## config.mk

```make
export PLATFORM = sky130hd
export DESIGN_NAME = epoch_calendar_converter
export DESIGN_NICKNAME = d
export VERILOG_FILES = /design/src/sv/ecc_pkg.sv /design/src/sv/epoch_calendar_converter.sv /design/src/sv/ecc_split.sv /design/src/sv/ecc_build.sv
export SDC_FILE = /design/constraint.sdc
export NUM_CORES = 2
export LEC_CHECK = 0
export BUFFER_PORTS_ARGS = -buffer_cell sky130_fd_sc_hd__buf_2
export CAP_MARGIN = 20
export CORE_ASPECT_RATIO = 0.7
export CORE_MARGIN = 10
export CORE_UTILIZATION = 50
export DETAILED_ROUTE_END_ITERATION = 6
export HOLD_SLACK_MARGIN = 0.08
export PLACE_DENSITY_LB_ADDON = 0.3
export SETUP_SLACK_MARGIN = 0.05
export SLEW_MARGIN = 20
export SYNTH_ARGS = -nofsm -noshare
export SYNTH_HDL_FRONTEND = slang
export SYNTH_HIERARCHICAL = 1
export SYNTH_SLANG_ARGS = --single-unit
```

## constraint.sdc

```tcl
create_clock -name clk -period 12.8 [get_ports clk]
set_input_delay 0.64 -clock clk [delete_from_list [all_inputs] [get_ports clk]]
set_output_delay 0.64 -clock clk [all_outputs]
set_load 0.02 [all_outputs]
```

## src/sv/ecc_pkg.sv

```systemverilog
// Shared types, constants and helper functions of the epoch/calendar converter.
package ecc_pkg;

    // Request word: one conversion request
    typedef struct packed {
        logic        operation;
        logic [41:0] epoch_millis;
        logic [11:0] year_in;
        logic [3:0]  month_in;
        logic [4:0]  day_in;
        logic [4:0]  hour_in;
        logic [5:0]  minute_in;
        logic [5:0]  second_in;
    } ecc_req_t;

    // Result word
    typedef struct packed {
        logic [41:0] millis_out;
        logic [11:0] year_out;
        logic [3:0]  month_out;
        logic [4:0]  day_out;
        logic [4:0]  hour_out;
        logic [5:0]  minute_out;
        logic [5:0]  second_out;
        logic [2:0]  weekday;
        logic        range_error;
    } ecc_res_t;

    // Output of the millisecond-to-calendar pipe
    typedef struct packed {
        logic        err;
        logic [11:0] year;
        logic [3:0]  month;
        logic [4:0]  day;
        logic [4:0]  hour;
        logic [5:0]  minute;
        logic [5:0]  second;
        logic [2:0]  wday;
    } ecc_split_t;

    // Output of the calendar-to-millisecond pipe
    typedef struct packed {
        logic        err;
        logic [41:0] millis;
        logic [2:0]  wday;
    } ecc_build_t;

    // Operation codes
    localparam logic OP_TO_CAL    = 1'b0;
    localparam logic OP_TO_MILLIS = 1'b1;

    // Register stages from the input register to the last datapath register
    localparam int PIPE_DEPTH = 7;

    // Day numbers counted from 1970-01-01
    localparam logic [15:0] DAY_FIRST = 16'd10957;  // 2000-01-01
    localparam logic [15:0] DAY_LAST  = 16'd47481;  // 2099-12-31
    localparam logic [15:0] DAY_BASE  = 16'd9556;   // 1996-03-01, March-based cycle start
    localparam logic [11:0] YEAR_BASE = 12'd1996;
    localparam logic [11:0] YEAR_MIN  = 12'd2000;
    localparam logic [11:0] YEAR_MAX  = 12'd2099;

    // One day in ms is 2^10 * DAY_K
    localparam logic [16:0] DAY_K      = 17'd84375;
    localparam logic [26:0] MS_PER_DAY = 27'd86400000;

    // Round-up reciprocals: floor(n/d) == (n*m) >> (N+l) for every N-bit n
    localparam logic [33:0] RECIP_DAY  = 34'(((64'd1 << 49) + 64'd84374) / 64'd84375);
    localparam logic [24:0] RECIP_SEC  = 25'(((64'd1 << 31) + 64'd124) / 64'd125);
    localparam logic [18:0] RECIP_YEAR = 19'(((64'd1 << 29) + 64'd1460) / 64'd1461);
    localparam logic [17:0] RECIP_HOUR = 18'(((64'd1 << 29) + 64'd3599) / 64'd3600);
    localparam logic [11:0] RECIP_MON  = 12'(((64'd1 << 19) + 64'd152) / 64'd153);
    localparam logic [12:0] RECIP_MIN  = 13'(((64'd1 << 18) + 64'd59) / 64'd60);

    // Days before each March-based month: (153*m+2)/5
    function automatic logic [8:0] cum_days(input logic [3:0] m);
        logic [8:0] r;
        unique case (m)
            4'd0:    r = 9'd0;
            4'd1:    r = 9'd31;
            4'd2:    r = 9'd61;
            4'd3:    r = 9'd92;
            4'd4:    r = 9'd122;
            4'd5:    r = 9'd153;
            4'd6:    r = 9'd184;
            4'd7:    r = 9'd214;
            4'd8:    r = 9'd245;
            4'd9:    r = 9'd275;
            4'd10:   r = 9'd306;
            4'd11:   r = 9'd337;
            default: r = 9'd0;
        endcase
        return r;
    endfunction

    // Remainder by 7 through octal digit folding (8 is 1 mod 7)
    function automatic logic [2:0] mod7(input logic [16:0] v);
        logic [5:0] s;
        logic [3:0] s2;
        logic [3:0] s3;
        s  = 6'(v[2:0]) + 6'(v[5:3]) + 6'(v[8:6]) + 6'(v[11:9])
           + 6'(v[14:12]) + 6'(v[16:15]);
        s2 = 4'(s[5:3]) + 4'(s[2:0]);
        s3 = 4'(s2[3]) + 4'(s2[2:0]);
        return (s3 >= 4'd7) ? 3'(s3 - 4'd7) : s3[2:0];
    endfunction

endpackage

```

## src/sv/epoch_calendar_converter.sv

```systemverilog
// Top level of the epoch/calendar converter: input register, two pipes, output register.
//
// Takes one request word per clock (busy is always low) and returns its result
// word through seven register stages, the input register included, and the
// output register, marked by a one-cycle done strobe. The millisecond-to-date
// split, a chain of reciprocal multiplies, and the date-to-millisecond build
// have the same depth. Requests of both operations mix freely and results
// leave in request order. Results cannot be held off, so the receiver must
// take each word in its done cycle.
module epoch_calendar_converter
    import ecc_pkg::*;
(
    input  logic     clk,
    input  logic     rst_n,
    input  logic     start,
    output logic     busy,
    input  ecc_req_t request,
    output logic     done,
    output ecc_res_t result
);

    logic                  valid_reg [PIPE_DEPTH];
    logic                  op_reg    [PIPE_DEPTH];
    ecc_req_t              req_reg;
    logic                  done_reg;
    ecc_res_t              result_reg;
    ecc_res_t              result_next;
    ecc_split_t            split_res;
    ecc_build_t            build_res;

    assign busy = 1'b0;

    // Hold the request word
    always_ff @(posedge clk)
    begin
        req_reg <= request;
    end

    // Advance valid bits and operation codes alongside the data
    always_ff @(posedge clk or negedge rst_n)
    begin
        if (!rst_n)
        begin
            for (int i = 0; i < PIPE_DEPTH; i++)
            begin
                valid_reg[i] <= 1'b0;
                op_reg[i]    <= OP_TO_CAL;
            end
            done_reg <= 1'b0;
        end
        else
        begin
            valid_reg[0] <= start && !busy;
            op_reg[0]    <= request.operation;
            for (int i = 1; i < PIPE_DEPTH; i++)
            begin
                valid_reg[i] <= valid_reg[i-1];
                op_reg[i]    <= op_reg[i-1];
            end
            done_reg <= valid_reg[PIPE_DEPTH-1];
        end
    end

    ecc_split u_split
    (
        .clk (clk),
        .req (req_reg),
        .res (split_res)
    );

    ecc_build u_build
    (
        .clk (clk),
        .req (req_reg),
        .res (build_res)
    );

    // Select by operation; drop all fields on a range error
    always_comb
    begin
        result_next = '0;
        if (op_reg[PIPE_DEPTH-1] == OP_TO_CAL)
        begin
            if (split_res.err)
                result_next.range_error = 1'b1;
            else
            begin
                result_next.year_out   = split_res.year;
                result_next.month_out  = split_res.month;
                result_next.day_out    = split_res.day;
                result_next.hour_out   = split_res.hour;
                result_next.minute_out = split_res.minute;
                result_next.second_out = split_res.second;
                result_next.weekday    = split_res.wday;
            end
        end
        else
        begin
            if (build_res.err)
                result_next.range_error = 1'b1;
            else
            begin
                result_next.millis_out = build_res.millis;
                result_next.weekday    = build_res.wday;
            end
        end
    end

    // Hold the result word
    always_ff @(posedge clk)
    begin
        result_reg <= result_next;
    end

    assign done   = done_reg;
    assign result = result_reg;

    a_latency: assert property (@(posedge clk) disable iff (!rst_n)
        start |-> ##8 done)
        else $error("result word missing 8 cycles after start");

    a_no_spurious: assert property (@(posedge clk) disable iff (!rst_n)
        done |-> $past(start, 8))
        else $error("result word without a request");

    a_err_zero: assert property (@(posedge clk) disable iff (!rst_n)
        (done && result.range_error) |-> (result.millis_out == 42'd0
            && result.weekday == 3'd0 && result.year_out == 12'd0))
        else $error("fields not cleared on range error");

    a_wday: assert property (@(posedge clk) disable iff (!rst_n)
        done |-> (result.weekday != 3'd7))
        else $error("weekday out of range");

endmodule

```

## src/sv/ecc_split.sv

```systemverilog
// Millisecond-to-calendar pipeline: six register stages after the input register.
module ecc_split
    import ecc_pkg::*;
(
    input  logic       clk,
    input  ecc_req_t   req,
    output ecc_split_t res
);

    // Stage 2: day count
    logic [31:0] x2_reg;
    logic [9:0]  lo2_reg;
    logic [15:0] days2_reg;
    // Stage 3: ms of day, cycle day, range, weekday
    logic [26:0] msod3_reg;
    logic [15:0] t3_reg;
    logic        err3_reg;
    logic [2:0]  wd3_reg;
    // Stage 4: seconds of day, year in cycle
    logic [16:0] secs4_reg;
    logic [15:0] t4_reg;
    logic [6:0]  d4_reg;
    logic        err4_reg;
    logic [2:0]  wd4_reg;
    // Stage 5: day in year, hour
    logic [8:0]  e5_reg;
    logic [16:0] secs5_reg;
    logic [4:0]  hour5_reg;
    logic [6:0]  d5_reg;
    logic        err5_reg;
    logic [2:0]  wd5_reg;
    // Stage 6: month index, seconds of hour
    logic [3:0]  mq6_reg;
    logic [8:0]  e6_reg;
    logic [11:0] soh6_reg;
    logic [4:0]  hour6_reg;
    logic [6:0]  d6_reg;
    logic        err6_reg;
    logic [2:0]  wd6_reg;
    // Stage 7: date and minute
    logic [5:0]  min7_reg;
    logic [11:0] soh7_reg;
    logic [4:0]  day7_reg;
    logic [3:0]  mon7_reg;
    logic [11:0] year7_reg;
    logic [4:0]  hour7_reg;
    logic        err7_reg;
    logic [2:0]  wd7_reg;

    logic [65:0] prod_day;
    logic [15:0] days2_next;
    logic [32:0] dk;
    logic [16:0] rem3;
    logic [48:0] prod_sec;
    logic [17:0] n4;
    logic [36:0] prod_yr;
    logic [15:0] yq5;
    logic [34:0] prod_hr;
    logic [10:0] n6;
    logic [22:0] prod_mon;
    logic [16:0] hsec6;
    logic [24:0] prod_min;

    // Divide ms >> 10 by 84375 for the day count, and form the later stages' products
    always_comb
    begin
        prod_day   = 66'(req.epoch_millis[41:10]) * 66'(RECIP_DAY);
        days2_next = prod_day[64:49];
        dk         = 33'(days2_reg) * 33'(DAY_K);
        rem3       = 17'(33'(x2_reg) - dk);
        prod_sec   = 49'(msod3_reg[26:3]) * 49'(RECIP_SEC);
        n4         = {t3_reg, 2'b11};
        prod_yr    = 37'(n4) * 37'(RECIP_YEAR);
        yq5        = 16'((18'(d4_reg) * 18'd1461) >> 2);
        prod_hr    = 35'(secs4_reg) * 35'(RECIP_HOUR);
        n6         = 11'(11'(e5_reg) * 11'd5 + 11'd2);
        prod_mon   = 23'(n6) * 23'(RECIP_MON);
        hsec6      = 17'(hour5_reg) * 17'd3600;
        prod_min   = 25'(soh6_reg) * 25'(RECIP_MIN);
    end

    // Advance the pipeline every cycle
    always_ff @(posedge clk)
    begin
        x2_reg    <= req.epoch_millis[41:10];
        lo2_reg   <= req.epoch_millis[9:0];
        days2_reg <= days2_next;

        msod3_reg <= {rem3, lo2_reg};
        t3_reg    <= days2_reg - DAY_BASE;
        err3_reg  <= (days2_reg < DAY_FIRST) || (days2_reg > DAY_LAST);
        wd3_reg   <= mod7(17'(days2_reg) + 17'd4);

        secs4_reg <= prod_sec[47:31];
        t4_reg    <= t3_reg;
        d4_reg    <= prod_yr[35:29];
        err4_reg  <= err3_reg;
        wd4_reg   <= wd3_reg;

        e5_reg    <= 9'(t4_reg - yq5);
        secs5_reg <= secs4_reg;
        hour5_reg <= prod_hr[33:29];
        d5_reg    <= d4_reg;
        err5_reg  <= err4_reg;
        wd5_reg   <= wd4_reg;

        mq6_reg   <= prod_mon[22:19];
        e6_reg    <= e5_reg;
        soh6_reg  <= 12'(secs5_reg - hsec6);
        hour6_reg <= hour5_reg;
        d6_reg    <= d5_reg;
        err6_reg  <= err5_reg;
        wd6_reg   <= wd5_reg;

        min7_reg  <= prod_min[23:18];
        soh7_reg  <= soh6_reg;
        day7_reg  <= 5'(e6_reg - cum_days(mq6_reg) + 9'd1);
        mon7_reg  <= (mq6_reg < 4'd10) ? 4'(mq6_reg + 4'd3) : 4'(mq6_reg - 4'd9);
        year7_reg <= 12'(YEAR_BASE + 12'(d6_reg) + 12'(mq6_reg >= 4'd10));
        hour7_reg <= hour6_reg;
        err7_reg  <= err6_reg;
        wd7_reg   <= wd6_reg;
    end

    // Finish the seconds and pack the result
    always_comb
    begin
        res.err    = err7_reg;
        res.year   = year7_reg;
        res.month  = mon7_reg;
        res.day    = day7_reg;
        res.hour   = hour7_reg;
        res.minute = min7_reg;
        res.second = 6'(soh7_reg - 12'(12'(min7_reg) * 12'd60));
        res.wday   = wd7_reg;
    end

endmodule

```

## src/sv/ecc_build.sv

```systemverilog
// Calendar-to-millisecond pipeline: six register stages after the input register.
module ecc_build
    import ecc_pkg::*;
(
    input  logic       clk,
    input  ecc_req_t   req,
    output ecc_build_t res
);

    logic        err2_reg;
    logic [6:0]  yy2_reg;
    logic [3:0]  mm2_reg;
    logic [4:0]  dy2_reg;
    logic [16:0] sod2_reg;
    logic        err3_reg;
    logic [15:0] days3_reg;
    logic [16:0] sod3_reg;
    logic        err4_reg;
    logic [2:0]  wd4_reg;
    logic [42:0] dprod4_reg;
    logic [26:0] sprod4_reg;
    logic        err5_reg;
    logic [2:0]  wd5_reg;
    logic [41:0] ms5_reg;
    logic        err6_reg;
    logic [2:0]  wd6_reg;
    logic [41:0] ms6_reg;
    logic        err7_reg;
    logic [2:0]  wd7_reg;
    logic [41:0] ms7_reg;

    logic        bad;
    logic        early;

    // Check fields; January and February belong to the previous March-based year
    always_comb
    begin
        bad   = (req.year_in < YEAR_MIN) || (req.year_in > YEAR_MAX)
             || (req.month_in == 4'd0) || (req.month_in > 4'd12)
             || (req.day_in == 5'd0) || (req.hour_in > 5'd23)
             || (req.minute_in > 6'd59) || (req.second_in > 6'd59);
        early = (req.month_in < 4'd3);
    end

    // Advance the pipeline every cycle
    always_ff @(posedge clk)
    begin
        err2_reg   <= bad;
        yy2_reg    <= 7'(req.year_in - YEAR_BASE - 12'(early));
        mm2_reg    <= early ? 4'(req.month_in + 4'd9) : 4'(req.month_in - 4'd3);
        dy2_reg    <= req.day_in;
        sod2_reg   <= 17'(17'(req.hour_in) * 17'd3600 + 17'(req.minute_in) * 17'd60
                          + 17'(req.second_in));

        err3_reg   <= err2_reg;
        days3_reg  <= 16'(DAY_BASE + 16'(yy2_reg) * 16'd365 + 16'(yy2_reg >> 2)
                          + 16'(cum_days(mm2_reg)) + 16'(dy2_reg) - 16'd1);
        sod3_reg   <= sod2_reg;

        err4_reg   <= err3_reg;
        wd4_reg    <= mod7(17'(days3_reg) + 17'd4);
        dprod4_reg <= 43'(days3_reg) * 43'(MS_PER_DAY);
        sprod4_reg <= 27'(27'(sod3_reg) * 27'd1000);

        err5_reg   <= err4_reg;
        wd5_reg    <= wd4_reg;
        ms5_reg    <= 42'(dprod4_reg + 43'(sprod4_reg));

        err6_reg   <= err5_reg;
        wd6_reg    <= wd5_reg;
        ms6_reg    <= ms5_reg;

        err7_reg   <= err6_reg;
        wd7_reg    <= wd6_reg;
        ms7_reg    <= ms6_reg;
    end

    assign res = '{err: err7_reg, millis: ms7_reg, wday: wd7_reg};

endmodule

```

# Yosys cells after proc, flatten, opt, wreduce, memory -nomap -nowiden
# Memories as Yosys holds them, arrays and structs flattened. A register that Yosys moved wholly into a read port is not among the register bits.
# Index checks and enable logic that the tools add are counted.
[word_totals]
ram_bits = 0
output_inout_bits = 86
romBits = 288
regBits = 684
latchBits = 0
word_cells = 179
mem_count = 2
[memory_table]
columns = ["name", "words", "word_bits", "rd", "rd_clocked_by_memory_dff", "write_ports", "line", "text"]
rows = [
  ["(no name shown)", 16, 9, 1, 1, 0, "ecc_pkg.sv:78", "unique case (m)"],
  ["(no name shown)", 16, 9, 1, 1, 0, "ecc_pkg.sv:78", ""],
]
[classes]
add_sub_neg = 42
n_div = 0
magnitude_cmp = 13
n_mux = 9
eq_ne = 0
shifts = 0
multipliers = 16
bitwise_logic = 1
reduce_logical = 12
[ops]
columns = ["operator", "n"]
rows = [
  ["multiplier 32 x 30 -> 62 bit, second input constant", 1],
  ["multiplier 24 x 24 -> 47 bit, second input constant", 1],
  ["adder 42 x 27 -> 42 bit", 1],
  ["adder 6 x 3 -> 6 bit", 6],
  ["multiplier 18 x 19 -> 36 bit, second input constant", 1],
  ["adder 16 x 3 -> 17 bit, second input constant", 2],
  ["multiplier 17 x 18 -> 34 bit, second input constant", 1],
  ["adder 16 x 5 -> 16 bit", 2],
  ["multiplier 16 x 17 -> 32 bit, second input constant", 1],
  ["multiplier 17 x 7 -> 24 bit, second input constant", 1],
  ["multiplier 11 x 12 -> 23 bit, second input constant", 1],
  ["multiplier 12 x 12 -> 23 bit, second input constant", 1],
  ["adder 17 x 12 -> 17 bit", 1],
  ["adder 17 x 6 -> 17 bit", 1],
  ["multiplier 16 x 17 -> 17 bit, second input constant", 1],
  ["subtractor 17 bit", 1],
  ["adder 14 x 16 -> 16 bit, first input constant", 1],
  ["adder 16 x 9 -> 16 bit", 1],
  ["adder 3 x 3 -> 4 bit", 4],
  ["> comparator 16 bit, second input constant", 1],
  ["less-than comparator 16 x 14 -> 1 bit, second input constant", 1],
  ["multiplier 7 x 9 -> 16 bit, second input constant", 1],
  ["subtractor 16 x 1 -> 16 bit, second input constant", 1],
  ["subtractor 16 x 14 -> 16 bit, second input constant", 1],
  ["40 further kinds", 59],
]

# Logic depth before layout (Yosys ltp)
[logic_depth]
word_depth = 10
depth_mapped = 32

# Hierarchy
# The synthesis kept the hierarchy.
[by_module_without_submodules]
columns = ["mod", "cells_each", "area_each_um2", "instances", "seq_area_each_um2"]
rows = [
  ["ecc_split", 4818, 50024.2, 1, 4844.6],
  ["ecc_build", 1749, 18914.4, 1, 5245.0],
  ["epoch_calendar_converter", 278, 4314.1, 1, 3678.5],
]

# Worst setup path after synthesis
# OpenSTA, ideal clock, no wires.
[synth_timing]
kind = "reg2reg"
startpoint = "reg u_split.e5_reg[1]"
endpoint = "reg (tool-made name)"
t_required_ns = 12.686
setup_time_ns = 0.114
stages_incl_launch_ff = 31
setup_slack_ns = 6.126
arrival_time_ns = 6.560
path_cell_list = "dfxtp_1 -> ha_1 -> ha_1 -> o211a_1 -> o21a_1 -> o21a_1 -> o21a_1 -> o21ai_0 -> nand2b_1 -> a21oi_1 -> xnor2_1 -> inv_1 -> ha_1 -> ha_1 -> or2_2 -> fa_1 -> inv_1 -> fa_1 -> fa_1 -> inv_1 -> ha_1 -> a211o_1 -> o21ai_1 -> a32oi_2 -> a21oi_1 -> xnor2_1 -> inv_1 -> ha_1 -> inv_1 -> mux2i_1 -> a21o_1"
[synth_lines]
columns = ["element", "line", "text"]
rows = [
  ["start, declared", "ecc_split.sv:26", "logic [8:0] e5_reg;"],
  ["start signal, assigned", "ecc_split.sv:100", "e5_reg <= 9'(t4_reg - yq5);"],
]

# Worst setup path after layout
[layout_timing]
startpoint = "reg req_reg[57] (netlist name)"
endpoint = "reg u_split.days2_reg[13]"
[layout_between]
elab_chain_len = 1
[layout_rtl]
columns = ["element", "line", "text"]
rows = [
  ["start, declared", "epoch_calendar_converter.sv:24", "ecc_req_t req_reg;"],
  ["start signal, assigned", "epoch_calendar_converter.sv:36", "req_reg <= request;"],
  ["multiplier 32 x 30 -> 62 bit", "ecc_split.sv:67", "prod_day = 66'(req.epoch_millis[41:10]) * 66'(RECIP_DAY);"],
  ["named net u_split.days2_next[13]", "ecc_split.sv:51", "logic [15:0] days2_next;"],
  ["end signal, assigned", "ecc_split.sv:87", "days2_reg <= days2_next;"],
  ["end, declared", "ecc_split.sv:13", "logic [15:0] days2_reg;"],
]
# The timed path passes the listed nets, and every way through them passes these cells.
# A chain may end at the register's enable or synchronous reset.

==> results.ini <==
[clocking]
clkSinkCount=680
clock_path_buffers=3
cts_root_buf=clkbuf_16
cts_tree=done
h-tree-depth=3
insertion_delay_ns=0.71
clkTransAtPathRegs_ns=0.07
numCtsBuffers=72
postCtsResizedCells=0

[setup_path]
worstRegToRegCells=22
crit_arrival_ns=8.61
crit_top_cell=fa_1
r2r_setup_slack_ns=4.81
regToRegStartpoint=req_reg[57]
start_kind=flop
path_max_fanout=7
path_cells=ha_1 -> fa_1 -> inv_1 -> fa_1 -> fa_1 -> inv_1 -> fa_1 -> fa_1 -> fa_1 -> inv_1 -> fa_1 -> inv_1 -> ha_1 -> a21oi_1 -> o21bai_1 -> a211oi_1 -> o211ai_1 -> a311oi_1 -> a21oi_1 -> a41o_1 -> o31ai_2 -> xnor2_1
cp_slowest_stage_delay_ns=0.70
crit_end=u_split/days2_reg[13]
cp.required_ns=13.41
r2r-end=u_split/days2_reg[13]
cp_slowest_cell=dfxtp_1
critPathKind=reg2reg
end_kind=flop
crit_start=req_reg[57]

[cells_and_area]
fillers=12597
seqCellArea_um2=13700
multiInputGateArea_um2=52500
mostFrequentLayoutCells=1825 x inv_1, 1595 x ha_1, 1094 x fa_1, 665 x dfxtp_1, 227 x xnor2_1
area_growth_pct=8.70
largest_reg_flops=84
layout-drive-gt1-share_pct=4.84
mostFrequentLayoutCell=inv_1
final_nets=9906

[timing]
rsz0062_at_grt=false
skew_ns=0.0391
fmax_ghz=0.125
worst_slew_pin_slew_ns=1.08
period_needed_ns=7.99
maxSlewHeadroom_pct=28.3
finalHoldViolCount=0
fin_crit_sh_pct=62.5
finalSetupViolCount=0
slew_viol_final=0
timing.final.ws_setup_ns=4.81
tns_ns=0

[yosys]
netlist_instances=6841
synth.avg_cell_area_um2=10.7
yosysWarnings=6
synth_area_um2=73200

[detailed_routing]
drc_errors=0
vias=45874
firstDrtPassIters=5
drtIter0Drc=2552
viasPerCell=5.01
avgRoutedWirePerCell_um=18.0
wl_um=165000
final_antenna_net_count=0

[floorplanning]
coreArea_um2=145000
num_rows=117
die_area_um2=162000
die_y_um=340
die_w_um=477
initial_utilization_pct=50.3
io_pins=170

[placed_design]
io_buffers=165
place_ws_ns=5.00
place_congestion=1.01
hpwl_um=142000

[grt]
antenna_found_initial=4
grt_pass1_wl_um=265000
grt_overflow=0
grt_max_degree=45
grt_pass1_vias=48084
grtUsageTotal_pct=20.6

[run_status]
status=finished, final reports clean

[min_path]
min_path_type=in2reg

[flow_run]
cap_viol_max_count=0

-- timing repair --
| item | CTS | global route |
|---|---|---|
| hold buffers | 74 | 0 |
| setup buffers | 0 | 0 |
| setup endpoints to repair | 0 | 0 |
| endpoints found under the hold margin | 88 | 0 |
-- worst min-delay path by stage --
| stage | start | to | slack (ns) | cells after the start |
|---|---|---|---|---|
| after global placement | u_build/wd5_reg[1] | u_build/wd6_reg[1] | 0.31 | 0 |
| after floorplan | u_build/err2_reg | u_build/err3_reg | 0.31 | 0 |
| final | request[7] | req_reg[7] | 0.14 | 1 |
| after detailed placement | u_build/sprod4_reg[3] | u_build/ms5_reg[3] | 0.31 | 0 |
| after global routing | request[8] | req_reg[8] | 0.10 | 1 |
| after CTS | request[6] | req_reg[6] | 0.11 | 1 |
-- final cells by class --
type | count | area share, %
diodes | 3 | 0.00944
well taps | 1963 | 3.09
flip-flops and latches | 680 | 17.2
clock inverters | 39 | 0.620
multi-input cells | 4307 | 66.0
inverters | 1825 | 8.61
repair buffers | 247 | 2.04
clock buffers | 89 | 2.45
-- worst max-delay path, delay by kind of cell, from the launching register on --
kind                     cells  cell delay [ns]
adder cells (fa/ha/maj)      9             4.52
buffers and inverters        4             0.25
AO/OA/AOI/OAI                8             2.28
flip-flops                   1             0.70
XOR/XNOR                     1             0.14
-- per-stage QoR --
| step | area, um2 | utilization (%) | hold slack, ns | std cells |
|---|---|---|---|---|
| 6_report | 79500 | 54.7 | 0.138 | 9153 |
| 5_1_grt | 79500 | 54.7 | 0.102 | 9152 |
| 4_1_cts | 79500 | 54.7 | 0.106 | 9150 |
| 3_5_place_dp | 76300 | 52.5 | 0.312 | 8948 |
| 3_3_place_gp | 76300 | 52.5 | 0.310 | 8948 |
| 2_1_floorplan | 73200 | - | 0.310 | 6843 |
-- per-layer routing --
metal / vias up / track usage [%] / wire length (um) / share of wire [%]
li1: 22198 / - / - / -
met1: 22386 / 30.7 / 81500 / 49
met5: - / 0 / 0 / 0
met3: 158 / 5.94 / 13700 / 8.3
met4: 0 / 3.42 / 2760 / 1.7
met2: 1132 / 29.8 / 67000 / 41
Power is not shown: default switching activity piles up to over one toggle a cycle in this logic, so the estimate is an artifact.
